===== src/rtl/charger_mode_controller_defines.svh =====
// Assertion macros for the charger mode controller.
// The clocked forms sample on clk; the guarded form ignores cycles in reset.
`ifndef CHARGER_MODE_CONTROLLER_DEFINES_SVH
`define CHARGER_MODE_CONTROLLER_DEFINES_SVH

`ifndef SYNTHESIS

`define CMC_ASSERT(lbl, prop, msg) \
  lbl: assert property (@(posedge clk) disable iff (!rst_n) prop) else $error(msg);

`define CMC_ASSERT_ALWAYS(lbl, prop, msg) \
  lbl: assert property (@(posedge clk) prop) else $error(msg);

`else

`define CMC_ASSERT(lbl, prop, msg)

`define CMC_ASSERT_ALWAYS(lbl, prop, msg)

`endif

`endif


===== src/rtl/cmc_pkg.sv =====
package cmc_pkg;

  localparam int CMC_DELAY_WIDTH = 16;
  localparam int CMC_THR_WIDTH   = 16;
  localparam logic [CMC_THR_WIDTH-1:0] CMC_DELAY_RESET = 16'd100;

  typedef enum logic [1:0] {
    MODE_IDLE   = 2'd0,
    MODE_MANUAL = 2'd1,
    MODE_AUTO   = 2'd2,
    MODE_FAULT  = 2'd3
  } mode_t;

  typedef enum logic [2:0] {
    OUT_IDLE    = 3'd0,
    OUT_MANUAL  = 3'd1,
    OUT_STANDBY = 3'd2,
    OUT_AUTO    = 3'd3,
    OUT_FAULT   = 3'd4
  } omode_t;

  typedef enum logic [1:0] {
    REQ_STANDBY = 2'd0,
    REQ_MANUAL  = 2'd1,
    REQ_AUTO    = 2'd2,
    REQ_NONE    = 2'd3
  } req_t;

  typedef enum logic [1:0] {
    TMR_HOLD  = 2'd0,
    TMR_START = 2'd1,
    TMR_STOP  = 2'd2
  } tmr_op_t;

  typedef enum logic {
    CFG_START_DELAY = 1'b0,
    CFG_FLOAT_DELAY = 1'b1
  } cfg_idx_t;

  // Mode pair produced by the transition logic.
  typedef struct packed {
    mode_t  mode;
    omode_t omode;
  } mode_upd_t;

endpackage


===== src/rtl/cmc_mode.sv =====
module cmc_mode
  import cmc_pkg::*;
(
  input  mode_t     mode_cur,
  input  logic      abnormal,
  input  logic      ready,
  input  req_t      req,
  output mode_upd_t upd
);

  // Fault wins over everything, then loss of readiness drops to idle.
  always_comb begin
    upd.mode  = MODE_IDLE;
    upd.omode = OUT_IDLE;
    priority if (mode_cur == MODE_FAULT) begin
      if (abnormal) begin
        upd.mode  = MODE_FAULT;
        upd.omode = OUT_FAULT;
      end
    end else if (abnormal) begin
      upd.mode  = MODE_FAULT;
      upd.omode = OUT_FAULT;
    end else if (!ready) begin
      upd.mode  = MODE_IDLE;
      upd.omode = OUT_IDLE;
    end else if (mode_cur == MODE_IDLE) begin
      if (req == REQ_AUTO) begin
        upd.mode  = MODE_AUTO;
        upd.omode = OUT_AUTO;
      end else if (req == REQ_MANUAL) begin
        upd.mode  = MODE_MANUAL;
        upd.omode = OUT_MANUAL;
      end
    end else if (mode_cur == MODE_MANUAL) begin
      if (req == REQ_AUTO) begin
        upd.mode  = MODE_AUTO;
        upd.omode = OUT_AUTO;
      end else if (req == REQ_STANDBY) begin
        upd.mode  = MODE_MANUAL;
        upd.omode = OUT_STANDBY;
      end else begin
        upd.mode  = MODE_MANUAL;
        upd.omode = OUT_MANUAL;
      end
    end else begin
      if (req == REQ_MANUAL) begin
        upd.mode  = MODE_MANUAL;
        upd.omode = OUT_MANUAL;
      end else begin
        upd.mode  = MODE_AUTO;
        upd.omode = OUT_AUTO;
      end
    end
  end

endmodule


===== src/rtl/cmc_timer.sv =====
module cmc_timer
  import cmc_pkg::*;
#(
  parameter int DELAY_WIDTH = CMC_DELAY_WIDTH
) (
  input  logic                     clk,
  input  logic                     rst_n,
  input  logic                     en,
  input  tmr_op_t                  op,
  input  logic [CMC_THR_WIDTH-1:0] threshold,
  output logic                     expired,
  output logic                     running
);

  localparam int CW = (DELAY_WIDTH > CMC_THR_WIDTH) ? DELAY_WIDTH : CMC_THR_WIDTH;
  localparam logic [DELAY_WIDTH-1:0] CNT_MAX = {DELAY_WIDTH{1'b1}};

  logic                   running_r, running_nxt;
  logic [DELAY_WIDTH-1:0] count_r, count_nxt;
  logic [DELAY_WIDTH-1:0] start_cnt;

  // Count that a start on this tick produces: zero from stopped, otherwise
  // one more, held at the top of the range.
  always_comb begin
    start_cnt = '0;
    if (running_r) begin
      start_cnt = (count_r != CNT_MAX) ? count_r + 1'b1 : count_r;
    end
  end

  always_comb begin
    running_nxt = running_r;
    count_nxt   = count_r;
    unique case (op)
      TMR_START: begin
        running_nxt = 1'b1;
        count_nxt   = start_cnt;
      end
      TMR_STOP: begin
        running_nxt = 1'b0;
        count_nxt   = '0;
      end
      default: begin
        running_nxt = running_r;
        count_nxt   = count_r;
      end
    endcase
  end

  // The expiry flag does not depend on the operation, so the caller can
  // pick the operation from it. A threshold beyond the counter range simply
  // never compares true.
  assign expired = (CW'(start_cnt) >= CW'(threshold));
  assign running = running_r;

  always_ff @(posedge clk) begin
    if (!rst_n) begin
      running_r <= 1'b0;
      count_r   <= '0;
    end else if (en) begin
      running_r <= running_nxt;
      count_r   <= count_nxt;
    end
  end

endmodule


===== src/rtl/charger_mode_controller.sv =====
// Charger mode controller.
// Input channel in_*: one item per controller tick carrying the fault,
// readiness, enable, mode request and charger feedback flags. Result channel
// out_*: exactly one item per input item with the new mode, the output mode,
// the charge command, a send-request pulse and the charge-complete flag.
// Configuration port cfg_*: index 0 sets the start delay and index 1 the
// float delay, both in ticks; write them only while no item is in flight.
// An accepted item lands in an input register; from there the mode
// transition, the action for the new output mode and both delay timers are
// evaluated in one pass and the result lands in the output register as soon
// as that register is free. With a ready receiver, one item per cycle is
// sustained. When the receiver stalls, the result stays in the output
// register and the input register still takes one further item; after that
// in_tready drops until the result is taken. Reset clears the valid flags of
// both pipeline registers, returns the controller to idle with the command
// off, stops both timers and loads both delays with 100 ticks.
`include "charger_mode_controller_defines.svh"

module charger_mode_controller
  import cmc_pkg::*;
#(
  parameter int DELAY_WIDTH = CMC_DELAY_WIDTH
) (
  input  logic                     clk,
  input  logic                     rst_n,
  // Input channel.
  input  logic                     in_tvalid,
  output logic                     in_tready,
  // [0] abnormal, [1] conditions_ok, [2] charge_enable, [4:3] mode_request,
  // [5] charging, [6] in_station, [7] float_phase
  input  logic [7:0]               in_tdata,
  // Result channel.
  output logic                     out_tvalid,
  input  logic                     out_tready,
  // [1:0] mode_state, [4:2] output_mode, [5] charge_command,
  // [6] send_request, [7] charge_complete
  output logic [7:0]               out_tdata,
  // Configuration write port.
  input  logic                     cfg_we,
  input  logic                     cfg_index,
  input  logic [CMC_THR_WIDTH-1:0] cfg_data
);

  // Input register.
  logic       in_valid_r, in_valid_nxt;
  logic [7:0] in_data_r;

  // Result register.
  logic       out_valid_r, out_valid_nxt;
  logic [7:0] out_data_r, out_data_nxt;

  // Controller state and configuration.
  mode_t                    mode_r;
  omode_t                   omode_r;
  logic                     cmd_r, cmd_nxt;
  logic                     cmplt_r, cmplt_nxt;
  logic [CMC_THR_WIDTH-1:0] start_thr_r;
  logic [CMC_THR_WIDTH-1:0] float_thr_r;

  logic       in_accept;
  logic       out_load;
  logic       abnormal, ready, chg, stn, flt;
  req_t       req;
  mode_upd_t  upd;
  logic       send;
  tmr_op_t    start_op, float_op;
  logic       start_exp, float_exp;
  logic       start_run, float_run;

  // The result register frees up when empty or when its item is taken.
  assign out_load  = in_valid_r && (!out_valid_r || out_tready);
  assign in_tready = !in_valid_r || out_load;
  assign in_accept = in_tvalid && in_tready;

  assign in_valid_nxt  = in_accept ? 1'b1 : (out_load ? 1'b0 : in_valid_r);
  assign out_valid_nxt = out_load ? 1'b1 : (out_tready ? 1'b0 : out_valid_r);

  // Unpack the held item.
  assign abnormal = in_data_r[0];
  assign ready    = in_data_r[1] && in_data_r[2];
  assign req      = req_t'(in_data_r[4:3]);
  assign chg      = in_data_r[5];
  assign stn      = in_data_r[6];
  assign flt      = in_data_r[7];

  cmc_mode u_mode (
    .mode_cur (mode_r),
    .abnormal (abnormal),
    .ready    (ready),
    .req      (req),
    .upd      (upd)
  );

  // Action for the new output mode. The timers only advance on a processed
  // item, and their expiry flags reflect the count a start on this tick gives.
  always_comb begin
    cmd_nxt   = cmd_r;
    cmplt_nxt = cmplt_r;
    send      = 1'b0;
    start_op  = TMR_HOLD;
    float_op  = TMR_HOLD;
    unique case (upd.omode)
      OUT_MANUAL: begin
        cmd_nxt = 1'b1;
        if (!chg) begin
          send = 1'b1;
        end else begin
          start_op = TMR_STOP;
          float_op = TMR_STOP;
        end
      end
      OUT_STANDBY: begin
        send     = chg;
        cmd_nxt  = 1'b0;
        start_op = TMR_STOP;
        float_op = TMR_STOP;
      end
      OUT_AUTO: begin
        if (stn) begin
          if (!chg && !cmplt_r) begin
            start_op = TMR_START;
            if (start_exp) begin
              cmd_nxt = 1'b1;
              send    = 1'b1;
            end
          end else if (flt) begin
            float_op = TMR_START;
            if (float_exp) begin
              cmd_nxt   = 1'b0;
              cmplt_nxt = 1'b1;
              send      = 1'b1;
            end
          end
        end else begin
          send      = chg;
          cmd_nxt   = 1'b0;
          cmplt_nxt = 1'b0;
          start_op  = TMR_STOP;
          float_op  = TMR_STOP;
        end
      end
      default: begin
        // Idle and fault: only a charging charger is told to stop.
        if (chg) begin
          cmd_nxt = 1'b0;
          send    = 1'b1;
        end
        start_op = TMR_STOP;
        float_op = TMR_STOP;
      end
    endcase
  end

  cmc_timer #(
    .DELAY_WIDTH (DELAY_WIDTH)
  ) u_start_tmr (
    .clk       (clk),
    .rst_n     (rst_n),
    .en        (out_load),
    .op        (start_op),
    .threshold (start_thr_r),
    .expired   (start_exp),
    .running   (start_run)
  );

  cmc_timer #(
    .DELAY_WIDTH (DELAY_WIDTH)
  ) u_float_tmr (
    .clk       (clk),
    .rst_n     (rst_n),
    .en        (out_load),
    .op        (float_op),
    .threshold (float_thr_r),
    .expired   (float_exp),
    .running   (float_run)
  );

  assign out_data_nxt = {cmplt_nxt, send, cmd_nxt, upd.omode, upd.mode};

  always_ff @(posedge clk) begin
    if (!rst_n) begin
      in_valid_r  <= 1'b0;
      out_valid_r <= 1'b0;
      mode_r      <= MODE_IDLE;
      omode_r     <= OUT_IDLE;
      cmd_r       <= 1'b0;
      cmplt_r     <= 1'b0;
      start_thr_r <= CMC_DELAY_RESET;
      float_thr_r <= CMC_DELAY_RESET;
    end else begin
      in_valid_r  <= in_valid_nxt;
      out_valid_r <= out_valid_nxt;
      if (out_load) begin
        mode_r  <= upd.mode;
        omode_r <= upd.omode;
        cmd_r   <= cmd_nxt;
        cmplt_r <= cmplt_nxt;
      end
      if (cfg_we) begin
        unique case (cfg_idx_t'(cfg_index))
          CFG_START_DELAY: start_thr_r <= cfg_data;
          CFG_FLOAT_DELAY: float_thr_r <= cfg_data;
          default: start_thr_r <= start_thr_r;
        endcase
      end
    end
  end

  // Payload registers carry no reset.
  always_ff @(posedge clk) begin
    if (in_accept) begin
      in_data_r <= in_tdata;
    end
    if (out_load) begin
      out_data_r <= out_data_nxt;
    end
  end

  assign out_tvalid = out_valid_r;
  assign out_tdata  = out_data_r;

  // The fault mode and the fault output mode always travel together.
  `CMC_ASSERT(a_fault_pair, (mode_r == MODE_FAULT) == (omode_r == OUT_FAULT), "fault mode and fault output mode disagree")

  // Manual standby is only ever an output view of manual mode.
  `CMC_ASSERT(a_standby_manual, (omode_r == OUT_STANDBY) |-> (mode_r == MODE_MANUAL), "standby output outside manual mode")

  // A delay timer can only be left running by auto or by manual.
  `CMC_ASSERT(a_timer_mode, (start_run || float_run) |-> (omode_r == OUT_AUTO || omode_r == OUT_MANUAL), "delay timer running in a mode that stops it")

endmodule

===== config.mk =====
export PLATFORM = sky130hd
export DESIGN_NAME = charger_mode_controller
export DESIGN_NICKNAME = d
export VERILOG_FILES = /design/src/rtl/cmc_pkg.sv /design/src/rtl/cmc_mode.sv /design/src/rtl/cmc_timer.sv /design/src/rtl/charger_mode_controller.sv
export VERILOG_INCLUDE_DIRS = /design/src /design/src/rtl
export SDC_FILE = /design/constraint.sdc
export NUM_CORES = 1
export LEC_CHECK = 0
export BUFFER_PORTS_ARGS = -buffer_cell sky130_fd_sc_hd__buf_2
export CORE_MARGIN = 2
export CORE_UTILIZATION = 55
export CTS_CLUSTER_DIAMETER = 120
export DETAILED_ROUTE_END_ITERATION = 10
export GPL_TIMING_DRIVEN = 1
export PLACE_DENSITY = 0.82
export SYNTH_ARGS = -nofsm -noshare
export SYNTH_HDL_FRONTEND = slang
export SYNTH_HIERARCHICAL = 1
export SYNTH_SLANG_ARGS = --single-unit

===== constraint.sdc =====
create_clock -name clk -period 3.87 [get_ports clk]
set_input_delay 0.1935 -clock clk [delete_from_list [all_inputs] [get_ports clk]]
set_output_delay 0.1935 -clock clk [all_outputs]
set_load 0.01 [all_outputs]

==> flow_metrics.env, run 1 <==
export IMPL_crit_fanout=7
export IMPL_ys_top_cells_by_count="nand2_1, dfxtp_1, a21oi_1"
export IMPL_tightest_slew_ns=1.00
export IMPL_drc_errors=0
export IMPL_status="finished clean"
export IMPL_cp_end_kind="register"
export IMPL_grt_remaining_overflow=0
export IMPL_yosysWarnings=6
export IMPL_drv_cap=0
export IMPL_place_gp_congestion=0.984
export IMPL_wl_per_cell_um=15.5
export IMPL_first_pass_iters=6
export IMPL_whs_ns=0.0615
export IMPL_cp_start_kind="register"
export IMPL_nets=780
export IMPL_hpwl_um=9770
export IMPL_initial_core_util_pct=57.1
export IMPL_core_sq_um=9860
export IMPL_powerDensity_nw_per_um2=294
export IMPL_synth_cell_types=71
export IMPL_synth_nets=752
export IMPL_syn_avg_cell_area_sq_um=8.26
export IMPL_via_count=4991
export IMPL_finalCritPeriodShare_pct=92.5
export IMPL_critPathKind="reg2reg"
export IMPL_maxSlewHeadroom_pct=33.1
export IMPL_rsz0062_at_grt="false"
export IMPL_reg2regPathDepth=15
export IMPL_syn_to_final_growth_pct=8.59
export IMPL_clkPwrFrac_pct=36.2
export IMPL_post_cts_buffers=0
export IMPL_synth_top_flop_cell="dfxtp_1"
export IMPL_grt_pass1_vias=4820
export IMPL_clockBufferDepth=2
export IMPL_fin_crit_ns=3.58
export IMPL_grt_start_max_net_pins=32
export IMPL_port_buffer_count=39
export IMPL_die_y_um=105
export IMPL_synthTopCellsByArea="dfxtp_1, ha_1, edfxtp_1"
export IMPL_fp_dieW_um=105
export IMPL_finalWorstSetupSlack_ns=0.290
export IMPL_ir_worst_vdd_mv=0.229
export IMPL_maxSlewViolCount=0
export IMPL_totalWireLength_um=13100
export IMPL_fill_cells=851
export IMPL_crit_arrival_ns=3.75
export IMPL_drt_iter0_drc=251
export IMPL_p_leak_nw=2.61
export IMPL_cts_sinks=88
export IMPL_pwr_share_seq_pct=54.9
export IMPL_hold_start="cfg_data[2]"
export IMPL_yosysTopAreaCell="dfxtp_1"
export IMPL_synth_sequential_area_ratio_pct=34.1
export IMPL_hold_path_depth=3
export IMPL_diodes=0
export IMPL_synth_edf_count=16
export IMPL_power_frac_comb_pct=8.9
export IMPL_rr_startpoint="u_float_tmr/count_r[0]"
export IMPL_dieArea_sq_um=11100
export IMPL_insertion_delay_ns=0.37
export IMPL_setup_viol=0
export IMPL_dp_slack_ns=0.251
export IMPL_intPower_mw=1.34
export IMPL_grt_pass1_wl_um=22100
export IMPL_syn_area_sq_um=5630
export IMPL_hold_path_class="in2reg"
export IMPL_netSwitchingPower_mw=0.456
export IMPL_antenna_found_initial=0
export IMPL_vias_per_cell=5.89
export IMPL_utilization_pct=62.0
export IMPL_h_tree_depth=3
export IMPL_setup_tns_ns=0
export IMPL_synth_top_area_share_pct=25.6
export IMPL_clk_pin_slew_ns=0.08
export IMPL_drive_gt1_share_pct=12.3
export IMPL_fin_skew_ns=0.00771
export IMPL_required_ns=4.04
export IMPL_ys_ff_latch=88
export IMPL_tritoncts="yes"
export IMPL_io_pins=40
export IMPL_final_cells=848
export IMPL_cp_startpoint="u_float_tmr/count_r[0]"
export IMPL_detail_route_antenna_nets=0
export IMPL_grt_usage_pct=24.4
export IMPL_ctsRootBufferMaster="clkbuf_8"
export IMPL_max_freq_mhz=279
export IMPL_yosysMostFrequentCell="nand2_1"
export IMPL_numCtsBuffers=9
export IMPL_switching_share_pct=25.4
export IMPL_place_inst=824
export IMPL_rows=36
export IMPL_async_reset_ff_share_pct=0
export IMPL_syn_inst=682
export IMPL_hold_viol_final=0
layer usage:
layer	wire length, um	global-route usage (%)
met4	304	11.0
met1	5600	29.8
met5	0	0
met3	666	3.59
met2	6540	42.2
cells by family (layout without fill, tap and decap cells):
kind of cell | Yosys count | count (layout) | synth area share [%]
AO/OA/AOI/OAI | 179 | 179 | 20.3
AND/OR/NAND/NOR | 271 | 271 | 26.6
XOR/XNOR | 24 | 24 | 3.73
buffers and inverters | 78 | 111 | 6.06
multiplexers | 2 | 2 | 0.355
adder cells (fa/ha/maj) | 40 | 40 | 8.88
flip-flops | 88 | 88 | 34.1
power groups by stage:
stage,registers [mW],clock network (mW),logic [mW]
after floorplan,0.999,0,0.109
after global placement,1.01,0,0.147
after detailed placement,1.01,0,0.152
after CTS,0.987,0.666,0.159
after global routing,0.991,0.694,0.181
final,0.987,0.651,0.161
worst paths after layout:
path | to | slack, ns
setup / recovery | out_tdata[6] | 0.29
hold / removal | start_thr_r[2] | 0.06
setup reg to reg | out_tdata[6] | 0.29
hold reg to reg | start_thr_r[3] | 0.46
cells in the final DEF, fill, tap and decap left out, drive strengths merged, types with 9 or more instances in the layout:
cell type	count
buf	41
o21ai	44
ha	40
xor2	16
nand3	21
a21o	12
nand2	115
edfxtp	16
inv	47
a21oi	64
and2	31
dfxtp	72
nor3	9
clkbuf	11
nand4	22
nor2	24
area by class of cell:
class                           count  area (sq um)  share of cell area [%]
Tap cell                          133           166                    2.72
Multi-Input combinational cell    516          3370                    55.1
Clock inverter                      5          55.1                   0.900
Clock buffer                       11           141                    2.31
Inverter                           46           173                    2.82
Sequential cell                    88          1920                    31.4
Timing Repair Buffer               49           290                    4.74
metrics by stage:
step / instance area, sq um / power [mW]
final: 6120 / 1.80
after global routing: 6120 / 1.87
after CTS: 6120 / 1.81
after detailed placement: 5840 / 1.16
after global placement: 5840 / 1.15
after floorplan: 5630 / 1.11
state kept, by name (all words and copies together) (netlist names):
name                 flops
float_thr_r             16
start_thr_r             16
u_float_tmr/count_r     16
u_start_tmr/count_r     16
in_data_r                8
out_tdata                8
mode_r                   2
cmd_r                    1
cmplt_r                  1
in_valid_r               1
out_tvalid               1
u_float_tmr/running      1
u_start_tmr/running      1
critical path, stage by stage, from the launching register on:
cell and delay, ns:
dfxtp_1 0.45, ha_1 0.28, and2_1 0.37, nand3_4 0.13, a311oi_2 0.33, xor2_1 0.10
and2_1 0.17, ha_1 0.28, nand4_1 0.07, nor2_1 0.15, nand2_1 0.09, a311oi_1 0.25
or3_1 0.18, nand2_1 0.12, o21a_1 0.19, a222oi_1 0.22
timing repair:
action | 4_1_cts | 5_1_grt
endpoints found under the setup margin | 0 | 5
endpoints found under the hold margin | 8 | 0
resized for setup | 0 | 2
hold buffers | 8 | 0
Note: power is estimated with default switching activity, not from simulation.
==> run 2, diff against run 1 <==
--- a/config.mk
+++ b/config.mk
@@ -9,6 +9,7 @@
 export BUFFER_PORTS_ARGS = -buffer_cell sky130_fd_sc_hd__buf_2
 export CORE_MARGIN = 2
 export CORE_UTILIZATION = 55
+export CTS_BUF_LIST = sky130_fd_sc_hd__clkbuf_2
 export CTS_CLUSTER_DIAMETER = 120
 export DETAILED_ROUTE_END_ITERATION = 10
 export GPL_TIMING_DRIVEN = 1
==> run 2 against run 1 <==
Compared with the run above:
- largest cell class unchanged
- non-clock buffer count is 21 higher
- final cell count rose by 2.5%
- combinational power increased by 11%
==> flow_metrics.env, run 2 (synthesis results as in run 1) <==
export IMPL_clockBufferDepth=2
export IMPL_place_inst=824
export IMPL_nets=801
export IMPL_drive_gt1_share_pct=12.1
export IMPL_fp_dieW_um=105
export IMPL_postLayoutCellArea_sq_um=6240
export IMPL_setup_tns_ns=0
export IMPL_crit_chain="ha_1 -> nand2_1 -> nor3_1 -> nor2_1 -> xor2_1 -> and2_1 -> ha_1 -> nand4_1 -> nor2_1 -> nand2_1 -> a311oi_1 -> or3_1 -> nand2_1 -> o21a_1 -> a222oi_1"
export IMPL_hpwl_um=9770
export IMPL_tightest_slew_ns=1.05
export IMPL_powerDensity_nw_per_um2=264
export IMPL_die_y_um=105
export IMPL_vias_per_cell=5.86
export IMPL_cp_end_kind="register"
export IMPL_hold_viol_final=0
export IMPL_detail_route_antenna_nets=0
export IMPL_dieArea_sq_um=11100
export IMPL_worst_path_dominant_cell_family="simple AND/OR/NAND/NOR gates"
export IMPL_rsz0062_at_grt="false"
export IMPL_crit_fanout=7
export IMPL_wl_per_cell_um=15.6
export IMPL_whs_ns=0.127
export IMPL_critical_path_buf_inv_count=0
export IMPL_port_buffer_count=39
export IMPL_insertion_delay_ns=0.59
export IMPL_antenna_found_initial=0
export IMPL_io_pins=40
export IMPL_grt_remaining_overflow=0
export IMPL_fin_skew_ns=0.0314
export IMPL_tritoncts="yes"
export IMPL_fin_crit_ns=3.60
export IMPL_utilization_pct=63.3
export IMPL_layout_commonest_cell="nand2_1"
export IMPL_ctsRootBufferMaster="clkbuf_2"
export IMPL_mostFrequentLayoutCells="nand2_1, dfxtp_1, a21oi_1, inv_1, ha_1"
export IMPL_ir_worst_vdd_mv=0.162
export IMPL_critPathKind="reg2reg"
export IMPL_max_freq_mhz=278
export IMPL_cp_slowest_cell="dfxtp_1"
export IMPL_setup_viol=0
export IMPL_hold_path_class="in2reg"
export IMPL_dp_slack_ns=0.251
export IMPL_post_cts_buffers=0
export IMPL_cpMostUsedCell="nand2_1"
export IMPL_totalWireLength_um=13600
export IMPL_fill_cells=834
export IMPL_drv_cap=0
export IMPL_grt_busiest_layer="met2"
export IMPL_cpPeakStageDelay_ns=0.50
export IMPL_grt_util_met3_pct=4.14
export IMPL_place_gp_congestion=0.984
export IMPL_rows=36
export IMPL_diodes=0
export IMPL_numCtsBuffers=9
export IMPL_maxSlewViolCount=0
export IMPL_cp_start_kind="register"
export IMPL_finalPower_mw=1.65
export IMPL_crit_arrival_ns=3.99
export IMPL_finalWorstSetupSlack_ns=0.274
export IMPL_final_cells=869
export IMPL_drt_iter0_drc=290
export IMPL_dpl_cell_area_sq_um=5840
export IMPL_use_met2_pct=43.7
export IMPL_cts_sinks=88
export IMPL_h_tree_depth=3
export IMPL_p_leak_nw=2.66
export IMPL_grt_usage_pct=25.3
export IMPL_via_count=5094
export IMPL_status="finished clean"
export IMPL_core_sq_um=9860
export IMPL_maxSlewHeadroom_pct=29.5
export IMPL_clk_pin_slew_ns=0.26
export IMPL_syn_to_final_growth_pct=10.8
export IMPL_grt_pass1_wl_um=22900
export IMPL_first_pass_iters=5
export IMPL_grt_pass1_vias=4972
export IMPL_required_ns=4.26
export IMPL_finalCritPeriodShare_pct=92.9
export IMPL_drc_errors=0
export IMPL_initial_core_util_pct=57.1
export IMPL_use_met1_pct=30.8
export IMPL_grt_start_max_net_pins=32
==> run 2: cell type report <==
cell class | instances | area, sq um | area share, %
multi-input cells | 516 | 3370 | 54.0
flip-flops and latches | 88 | 1920 | 30.8
repair buffers | 70 | 500 | 8.02
inverters | 46 | 173 | 2.77
well taps | 133 | 166 | 2.67
clock inverters | 6 | 58.8 | 0.942
clock buffers | 10 | 50.0 | 0.802
==> run 2: final timing paths <==
| check | from | end | slack [ns] | depth (start not counted) |
|---|---|---|---|---|
| min | cfg_index | start_thr_r[11] | 0.13 | 4 |
| max reg2reg | u_float_tmr/count_r[0] | out_tdata[6] | 0.27 | 15 |
| min reg2reg | float_thr_r[9] | float_thr_r[9] | 0.47 | 2 |
| max | u_float_tmr/count_r[0] | out_tdata[6] | 0.27 | 15 |
==> run 2: tightest hold or removal path: cells and delay by family <==
| kind | cells | cell delay (ns) |
|---|---|---|
| AO/OA/AOI/OAI | 1 | 0.05 |
| buffers and inverters | 1 | 0.12 |
| AND/OR/NAND/NOR | 2 | 0.35 |
==> run 2: power breakdown <==
| part | leakage (nW) | switching (mW) | total [mW] | internal [mW] |
|---|---|---|---|---|
| Combinational | 1.85 | 0.101 | 0.179 | 0.0778 |
| Clock | 0.0736 | 0.326 | 0.476 | 0.150 |
| Sequential | 0.739 | 0.0246 | 0.991 | 0.966 |
==> run 2: per-layer routing <==
layer	part of all wire, %	wire, um	vias to the layer above
li1	-	-	2520
met4	2.7	372	0
met5	0	0	-
met1	43	5830	2374
met3	5.0	680	31
met2	49	6700	169
==> run 2: what timing repair did <==
action                                 in CTS  in global routing
setup endpoints to repair                   0                  5
gates resized for setup                     0                  3
hold buffers                               29                  0
endpoints found under the hold margin      45                  0
==> run 3, diff against run 2 <==
--- a/config.mk
+++ b/config.mk
@@ -7,14 +7,15 @@
 export NUM_CORES = 1
 export LEC_CHECK = 0
 export BUFFER_PORTS_ARGS = -buffer_cell sky130_fd_sc_hd__buf_2
+export CELL_PAD_IN_SITES_DETAIL_PLACEMENT = 0
+export CELL_PAD_IN_SITES_GLOBAL_PLACEMENT = 1
 export CORE_MARGIN = 2
-export CORE_UTILIZATION = 55
+export CORE_UTILIZATION = 47
 export CTS_BUF_LIST = sky130_fd_sc_hd__clkbuf_2
 export CTS_CLUSTER_DIAMETER = 120
 export DETAILED_ROUTE_END_ITERATION = 10
 export GPL_TIMING_DRIVEN = 1
-export PLACE_DENSITY = 0.82
+export PLACE_DENSITY = 0.9
 export SYNTH_ARGS = -nofsm -noshare
 export SYNTH_HDL_FRONTEND = slang
-export SYNTH_HIERARCHICAL = 1
 export SYNTH_SLANG_ARGS = --single-unit
==> run 3 against run 2 <==
Compared with the run above:
- area after synthesis fell by 6.2%
- die area rose by 9.4%
- sequential cell count did not move
- sequential share of layout area rose by 0.73 points
- critical path type unchanged
- critical endpoint is now out_tdata[5]
- largest cell class unchanged
- largest power group unchanged
==> flow_metrics.env, run 3 <==
export IMPL_reg2regPathDepth=13
export IMPL_synthTopCellsByArea="dfxtp_1, ha_1, edfxtp_1"
export IMPL_switching_share_pct=25.0
export IMPL_crit_chain="ha_1 -> nand3_2 -> nor3_4 -> nand2_4 -> nand3_1 -> o211a_1 -> ha_1 -> a211oi_1 -> o21ai_0 -> a41oi_1 -> o311a_1 -> o21ai_0 -> o311a_1"
export IMPL_required_ns=4.22
export IMPL_drc_errors=0
export IMPL_hold_path_class="in2reg"
export IMPL_cts_sinks=88
export IMPL_maxSlewViolCount=0
export IMPL_r2r_end="out_tdata[5]"
export IMPL_totalWireLength_um=13200
export IMPL_place_gp_congestion=0.887
export IMPL_grt_pass1_wl_um=22300
export IMPL_io_pins=40
export IMPL_grt_remaining_overflow=0
export IMPL_pwr_share_seq_pct=52.9
export IMPL_crit_fanout=10
export IMPL_synth_top_area_share_pct=27.3
export IMPL_grt_start_max_net_pins=32
export IMPL_max_freq_mhz=277
export IMPL_intPower_mw=1.40
export IMPL_initial_core_util_pct=48.6
export IMPL_syn_area_sq_um=5290
export IMPL_fin_crit_ns=3.60
export IMPL_ys_ff_latch=88
export IMPL_critical_path_depth=13
export IMPL_yosysTopAreaCell="dfxtp_1"
export IMPL_fin_skew_ns=0.0217
export IMPL_crit_arrival_ns=3.95
export IMPL_netSwitchingPower_mw=0.465
export IMPL_crit_path_end="out_tdata[5]"
export IMPL_rr_startpoint="u_start_tmr.count_r[0]"
export IMPL_diodes=0
export IMPL_drive_gt1_share_pct=13.0
export IMPL_hold_start="rst_n"
export IMPL_insertion_delay_ns=0.57
export IMPL_setup_viol=0
export IMPL_core_sq_um=10900
export IMPL_first_pass_iters=5
export IMPL_hold_viol_final=0
export IMPL_powerDensity_nw_per_um2=305
export IMPL_syn_avg_cell_area_sq_um=8.08
export IMPL_cp_slowest_cell="dfxtp_1"
export IMPL_grt_usage_pct=23.4
export IMPL_rows=38
export IMPL_ir_worst_vdd_mv=0.195
export IMPL_port_buffer_count=39
export IMPL_yosysWarnings=0
export IMPL_finalPower_mw=1.86
export IMPL_wl_per_cell_um=15.3
export IMPL_setup_tns_ns=0
export IMPL_drv_cap=0
export IMPL_ys_top_cells_by_count="nand2_1, dfxtp_1, a21oi_1"
export IMPL_synth_nets=723
export IMPL_detail_route_antenna_nets=0
export IMPL_synth_top_flop_cell="dfxtp_1"
export IMPL_synth_cell_types=69
export IMPL_drt_iter0_drc=340
export IMPL_cpPeakStageDelay_ns=0.51
export IMPL_nets=785
export IMPL_cp_startpoint="u_start_tmr.count_r[0]"
export IMPL_synth_sequential_area_ratio_pct=36.4
export IMPL_p_leak_nw=2.46
export IMPL_dieArea_sq_um=12100
export IMPL_vias_per_cell=5.62
export IMPL_place_inst=811
export IMPL_cp_start_kind="register"
export IMPL_power_frac_comb_pct=10.3
export IMPL_critPathKind="reg2reg"
export IMPL_critical_path_buf_inv_count=0
export IMPL_syn_to_final_growth_pct=15.3
export IMPL_synth_edf_count=16
export IMPL_finalCritPeriodShare_pct=93.1
export IMPL_clkPwrFrac_pct=36.7
export IMPL_async_reset_ff_share_pct=0
export IMPL_mostFrequentLayoutCells="nand2_1, dfxtp_1, a21oi_1, inv_1, nor2_1"
export IMPL_ctsRootBufferMaster="clkbuf_2"
export IMPL_maxSlewHeadroom_pct=16.2
export IMPL_via_count=4840
export IMPL_numCtsBuffers=9
export IMPL_status="finished clean"
export IMPL_worst_path_dominant_cell_family="compound AO/OA/AOI/OAI gates"
export IMPL_clockBufferDepth=2
export IMPL_tritoncts="yes"
export IMPL_hpwl_um=9450
export IMPL_fp_dieW_um=110
export IMPL_syn_inst=654
export IMPL_cp_end_kind="register"
export IMPL_clk_pin_slew_ns=0.26
export IMPL_die_y_um=110
export IMPL_antenna_found_initial=0
export IMPL_layout_commonest_cell="nand2_1"
export IMPL_h_tree_depth=3
export IMPL_final_cells=861
export IMPL_whs_ns=0.0199
export IMPL_yosysMostFrequentCell="nand2_1"
export IMPL_r2r_setup_slack_ns=0.27
export IMPL_tightest_slew_ns=1.25
export IMPL_grt_pass1_vias=4716
## run 3: worst min path at each step
stage | end | slack (ns) | depth (start not counted)
6_report | float_thr_r[2] | 0.02 | 2
5_1_grt | float_thr_r[2] | 0.003 | 2
4_1_cts | float_thr_r[2] | 0.008 | 2
3_5_place_dp | in_data_r[1] | 0.37 | 1
3_3_place_gp | in_data_r[7] | 0.37 | 1
2_1_floorplan | in_data_r[0] | 0.29 | 0
## run 3: routing by layer
metal / up-vias / share of wire (%) / global-route usage [%]
li1: 2437 / - / -
met1: 2269 / 46 / 31.5
met2: 121 / 48 / 39.1
met3: 13 / 4.0 / 3.12
met4: 0 / 1.0 / 6.69
met5: - / 0 / 0
## run 3: area by class of cell
class	instances	area, sq um
clock buffers	11	55.1
well taps	140	175
inverters	44	165
flip-flops and latches	88	1920
repair buffers	79	571
fillers	1006	4790
multi-input cells	494	3080
clock inverters	5	129
## run 3: logic make-up (layout without fill, tap and decap cells)
family | Yosys count | count (layout) | share of synthesized area [%]
xor gates and xnor gates | 16 | 16 | 2.65
adders and majority gates | 39 | 39 | 9.23
DFF | 88 | 88 | 36.4
buffers and inverters | 72 | 139 | 5.37
muxes | 1 | 1 | 0.189
and+or+nand+nor | 258 | 258 | 24.7
AOI/OAI and AO/OA | 180 | 180 | 21.5
## run 3: power by group through the flow
stage | Sequential [mW] | Clock, mW | Combinational, mW
2_1_floorplan | 0.995 | 0 | 0.114
3_3_place_gp | 1.00 | 0 | 0.161
3_5_place_dp | 1.00 | 0 | 0.165
4_1_cts | 0.985 | 0.689 | 0.190
5_1_grt | 0.990 | 0.724 | 0.217
6_report | 0.986 | 0.684 | 0.192
## run 3: timing repair
| action | in CTS | in global routing |
|---|---|---|
| endpoints found under the setup margin | 0 | 3 |
| hold buffers | 30 | 0 |
| gates resized for setup | 0 | 0 |
| endpoints found under the hold margin | 42 | 0 |
| setup buffers | 0 | 4 |
## run 3: metrics by stage
stage | instance area [sq um] | util [%] | setup WS (ns)
after floorplan | 5290 | - | 0.800
after global placement | 5580 | 51.3 | 0.416
after detailed placement | 5580 | 51.3 | 0.195
after CTS | 6070 | 55.7 | 0.168
after global routing | 6100 | 56.0 | -0.0239
final | 6100 | 56.0 | 0.265
## run 3: worst register-to-register path, stage by stage (launching register included)
cell and delay, ns:
dfxtp_1 0.51, ha_1 0.29, nand3_2 0.17, nor3_4 0.31, nand2_4 0.15, nand3_1 0.14, o211a_1 0.18, ha_1 0.25
a211oi_1 0.24, o21ai_0 0.13, a41oi_1 0.30, o311a_1 0.19, o21ai_0 0.18, o311a_1 0.35
